===== config.mk =====
export PLATFORM = sky130hd
export DESIGN_NAME = pcmv_mul
export DESIGN_NICKNAME = d
export VERILOG_FILES = /design/src/sv/pcmv_pkg.sv /design/src/sv/pcmv_mul.sv
export SDC_FILE = /design/constraint.sdc
export NUM_CORES = 1
export LEC_CHECK = 0
export BUFFER_PORTS_ARGS = -buffer_cell sky130_fd_sc_hd__buf_2
export CAP_MARGIN = 30
export CORE_MARGIN = 2
export CORE_UTILIZATION = 55
export CTS_CLUSTER_DIAMETER = 200
export DETAILED_ROUTE_END_ITERATION = 16
export PLACE_DENSITY = 0.77
export SLEW_MARGIN = 20
export SYNTH_ARGS = -nofsm -noshare
export SYNTH_HDL_FRONTEND = slang
export SYNTH_SLANG_ARGS = --single-unit

===== constraint.sdc =====
create_clock -name clk -period 5.66 [get_ports clk]
set_input_delay 0.283 -clock clk [delete_from_list [all_inputs] [get_ports clk]]
set_output_delay 0.283 -clock clk [all_outputs]
set_load 0.03 [all_outputs]

===== src/sv/pcmv_pkg.sv =====
// Package for the PCM clip player: sizes, operation and register codes,
// multiplier operand selects and the control struct of the shared multiplier.
// No dependencies.
package pcmv_pkg;

	localparam int MEM_DEPTH      = 4096;
	localparam int BLOCK_SAMPLES  = 64;
	localparam int SILENCE_BLOCKS = 8;

	localparam int ADDR_W = 12;
	localparam int LEN_W  = 13;
	localparam int VOL_W  = 7;
	localparam int SMP_W  = 8;
	localparam int SIL_W  = 4;
	localparam int CNT_W  = (BLOCK_SAMPLES > 1) ? $clog2(BLOCK_SAMPLES) : 1;
	localparam int CFG_W  = LEN_W;

	localparam logic [SMP_W-1:0] SILENCE_LEVEL = 8'h80;
	localparam logic [VOL_W-1:0] PERCENT       = 7'd100;
	localparam logic [VOL_W-1:0] VOL_RESET     = 7'd50;

	// x / 100 == (x * 5243) >> 19 for every x below 2^15
	localparam int MUL_A_W     = 15;
	localparam int MUL_B_W     = 13;
	localparam int PROD_W      = MUL_A_W + MUL_B_W;
	localparam int RECIP_SHIFT = 19;
	localparam logic [MUL_B_W-1:0] RECIP_100 = 13'd5243;

	localparam logic [1:0] OP_WRITE = 2'd0;
	localparam logic [1:0] OP_START = 2'd1;
	localparam logic [1:0] OP_STOP  = 2'd2;
	localparam logic [1:0] OP_BLOCK = 2'd3;

	localparam logic [1:0] CFG_VOLUME = 2'd0;
	localparam logic [1:0] CFG_LOOP   = 2'd1;
	localparam logic [1:0] CFG_LENGTH = 2'd2;

	localparam logic [1:0] MUL_SAMPLE = 2'd0;
	localparam logic [1:0] MUL_MID    = 2'd1;
	localparam logic [1:0] MUL_RECIP  = 2'd2;

	typedef struct packed {
		logic       en;
		logic [1:0] src;
	} mul_ctrl_t;

endpackage


===== src/sv/pcmv_mul.sv =====
// Shared multiplier of the PCM clip player: one registered product per cycle
// while ctrl.en is set, operands picked by the sequencer. Depends on pcmv_pkg.
module pcmv_mul (
	input  logic                        clk,
	input  pcmv_pkg::mul_ctrl_t         ctrl,
	input  logic [pcmv_pkg::SMP_W-1:0]  smp,
	input  logic [pcmv_pkg::VOL_W-1:0]  vol,
	output logic [pcmv_pkg::PROD_W-1:0] prod
);
	import pcmv_pkg::*;

	logic [PROD_W-1:0] a;
	logic [PROD_W-1:0] b;
	logic [PROD_W-1:0] prod_q;

	always_comb begin
		case (ctrl.src)
			MUL_SAMPLE: begin
				a = PROD_W'(smp);
				b = PROD_W'(vol);
			end
			MUL_MID: begin
				a = PROD_W'(SILENCE_LEVEL);
				b = PROD_W'(vol);
			end
			MUL_RECIP: begin
				// reuse the last product as dividend
				a = PROD_W'(prod_q[MUL_A_W-1:0]);
				b = PROD_W'(RECIP_100);
			end
			default: begin
				a = '0;
				b = '0;
			end
		endcase
	end

	always_ff @(posedge clk) begin
		if (ctrl.en)
			prod_q <= a * b;
	end

	assign prod = prod_q;
endmodule


==> impl_metrics.yaml <==
placed_design:
  place_congestion: 0.975
  port_buffers: 46
  dp_hpwl_um: 12400
die:
  core.rowCount: 38
  dieHeight_um: 111
  core-area_um2: 11000
  initial_core_util_pct: 57.1
  die_w_um: 111
  dieArea_um2: 12300
  pin_count: 47
hold_path:
  hold_depth: 3
  hp-class: "primary input to register"
  min_from: "vol[0]"
  hold_path_end: "prod[0]$_DFFE_PP_"
sta:
  slew_headroom_pct: 54.9
  hold_slack_ns: 0.563
  setup_viol: 0
  tightest_slew_ns: 0.677
  hold_violations: 0
  fmax_mhz: 182
  rsz0062_at_grt: "false"
  report.final.slew_viol_count: 0
  skew_ns: 0.00765
  fin_setup_tns_ns: 0
  period_share_pct: 97.1
  fin_crit_ns: 5.50
clock_network:
  clkLatencyLatePin_ns: 0.27
  path_clk_slew_ns: 0.07
  cts_htree_levels: 1
  clock-root-buffer: "clkbuf_16"
  cts_num_sinks: 28
  hold_buffers: 0
  cts_buffers: 3
  cts_tree: "built"
  ctsLongestPathBuffers: 2
synthesis:
  yosys_register_bits: 28
  postSynthCellCount: 696
  syn-cell-area_um2: 6270
  yosysWarnings: 0
  synth_cell_types: 52
  syn_avg_cell_area_um2: 9.01
  synth_sequential_area_ratio_pct: 13.4
grt:
  grt_antenna_before_repair: 0
  first_global_vias: 4924
  track_usage_pct: 24.1
  grt_overflow: 0
  grt_pass1_wl_um: 24100
  grt_max_degree: 30
setup_path:
  critPathKind: "register to register"
  r2r_end: "prod[20]$_DFFE_PP_"
  r2r_slack_ns: 0.16
  cp_slowest_stage_delay_ns: 0.54
  critical_path.cell_chain: "mux2i_1 > or2_4 > nor2_1 > fa_1 > inv_1 > fa_1 > inv_1 > fa_1 > ha_1 > inv_1 > fa_1 > inv_1 > ha_1 > and2_4 > a221oi_4 > a21oi_2 > o41ai_4 > mux2i_1 > nor3_2"
  worstSetupEndpointType: "register"
  reg2reg_depth: 19
  cp.buffers_inverters: 4
  r2r-start: "prod[6]$_DFFE_PP_"
  required_ns: 5.69
  start_kind: "register"
  path_delay_family: "adder cells"
  crit_fanout: 5
  cpMaxStageDelayCell: "fa_1"
  arrival_ns: 5.52
detailed_routing:
  wl_met2_um: 6200
  first_iter_violations: 276
  top_layer: "met4"
  antenna_left: 0
  first_pass_iters: 5
  drt-total-wl_um: 14200
  wl_per_cell_um: 16.0
  wl_met3_um: 999
  met1_length_um: 6860
  routed-via-count: 4706
  vias_per_cell: 5.29
  drc: 0
pwr:
  powerDensity_nw_per_um2: 533
  p_leak_nw: 3.95
  p_total_w: 0.00365
  peakVddDrop_uv: 673
run:
  drv_cap: 0
layout:
  areaGrowthSynthToFinish_pct: 9.20
  num_antenna_cells: 0
  final_nets: 961
  finalCoreUtilization_pct: 62.3
  fill_cells: 907
  post_route_cells_drive_above_1_share_pct: 11.5
  largest_reg_flops: 28
run_status:
  status: "completed"
==> layer usage <==
metal,vias up,global-route usage [%]
li1,2289,-
met1,2262,37.7
met2,141,35.5
met3,14,2.95
met4,0,5.75
met5,-,0
==> layout make-up <==
class / count / area (µm²) / share of cell area, %
flip-flops and latches: 28 / 841 / 12.3
well taps: 140 / 175 / 2.56
inverters: 180 / 676 / 9.87
multi-input cells: 474 / 4700 / 68.7
clock buffers: 3 / 75.1 / 1.10
repair buffers: 63 / 370 / 5.41
clock inverters: 1 / 3.75 / 0.0548
==> power by group <==
group	internal, W	total, W	switching, W
combinational	0.00119	0.00298	0.00179
clock	0.0000952	0.000170	0.0000750
sequential	0.000417	0.000497	0.0000797
total	0.00170	0.00365	0.00195
==> worst max path at each step <==
stage	to	cells past startpoint	slack (ns)	from
2_1_floorplan	prod[20]$_DFFE_PP_	23	0.07	ctrl[1]
3_3_place_gp	prod[20]$_DFFE_PP_	22	0.16	ctrl[1]
3_5_place_dp	prod[20]$_DFFE_PP_	21	0.13	ctrl[1]
4_1_cts	prod[20]$_DFFE_PP_	19	0.10	prod[6]$_DFFE_PP_
5_1_grt	prod[20]$_DFFE_PP_	19	0.01	prod[6]$_DFFE_PP_
6_report	prod[20]$_DFFE_PP_	19	0.16	prod[6]$_DFFE_PP_
==> Yosys cell counts, drive strengths merged <==
library cell	n	area share (%)
and2	26	2.6
conb	1	0.060
o21bai	4	0.48
a21oi	22	1.8
and3	2	0.20
nand3b	1	0.12
nor3	4	0.40
xor2	7	0.98
clkbuf	15	0.90
and3b	1	0.14
nand3	9	0.72
nor4	1	0.10
a221oi	2	0.56
nand2	36	2.2
o21ai	13	1.0
or2	12	1.2
mux2i	10	1.6
ha	108	22
a21boi	2	0.24
a31oi	3	0.30
a31o	1	0.14
a211oi	1	0.12
inv	180	11
a22oi	1	0.12
o41ai	1	0.44
nor4b	1	0.14
and4	2	0.28
o21a	4	0.48
fa	84	27
nand4	6	0.60
or3	3	0.30
o31ai	1	0.12
a2111o	1	0.18
o221ai	2	0.28
edfxtp	28	13
a21o	17	2.0
a311oi	1	0.14
buf	5	0.36
nand2b	5	0.50
nor2b	1	0.10
a221o	1	0.16
nor2	58	3.5
o2111a	1	0.18
xnor2	11	1.5
o211ai	1	0.12
==> cells in the final DEF (no fill, tap or decap), types with 3 or more instances in the layout <==
cell type  count
a21o_1        17
a21oi_1       21
a31oi_1        3
and2_1        25
buf_2         46
buf_4         16
clkbuf_16      3
conb_1         7
edfxtp_1      28
fa_1          84
ha_1         108
inv_1        180
mux2i_1       10
nand2_1       36
nand2b_1       5
nand3_1        9
nand4_1        6
nor2_1        57
nor3_1         3
o21a_1         4
o21ai_0        8
o21ai_1        4
o21bai_1       4
or2_2         11
or3_1          3
xnor2_1       11
xor2_1         7
==> stage by stage <==
| stage | instances | worst slack, ns | area, µm² |
|---|---|---|---|
| after detailed placement | 885 | 0.131 | 6760 |
| after floorplan | 702 | 0.0705 | 6290 |
| after CTS | 889 | 0.103 | 6840 |
| after global placement | 885 | 0.160 | 6760 |
| final | 889 | 0.163 | 6850 |
| after global routing | 889 | 0.00967 | 6850 |
==> cells by family (layout without fill, tap and decap cells) <==
logic type / count (synthesis) / in the layout / share of synthesized area, %
buf+inv: 200 / 247 / 12.0
fa+ha+maj: 192 / 192 / 48.4
simple gates: 168 / 168 / 13.1
compound gates: 79 / 79 / 8.94
flops: 28 / 28 / 13.4
xor+xnor: 18 / 18 / 2.51
mux: 10 / 10 / 1.60
other cells: 1 / 7 / 0.0598
==> repair_timing <==
item,CTS,global route
setup buffers,0,0
endpoints found under the setup margin,0,3
gates resized for setup,0,2
==> tightest hold or removal path: stages <==
cell,delay (ns)
buf_2,0.08
o21ai_0,0.22
nor2_1,0.14
Note: power is estimated with default switching activity, not from simulation.
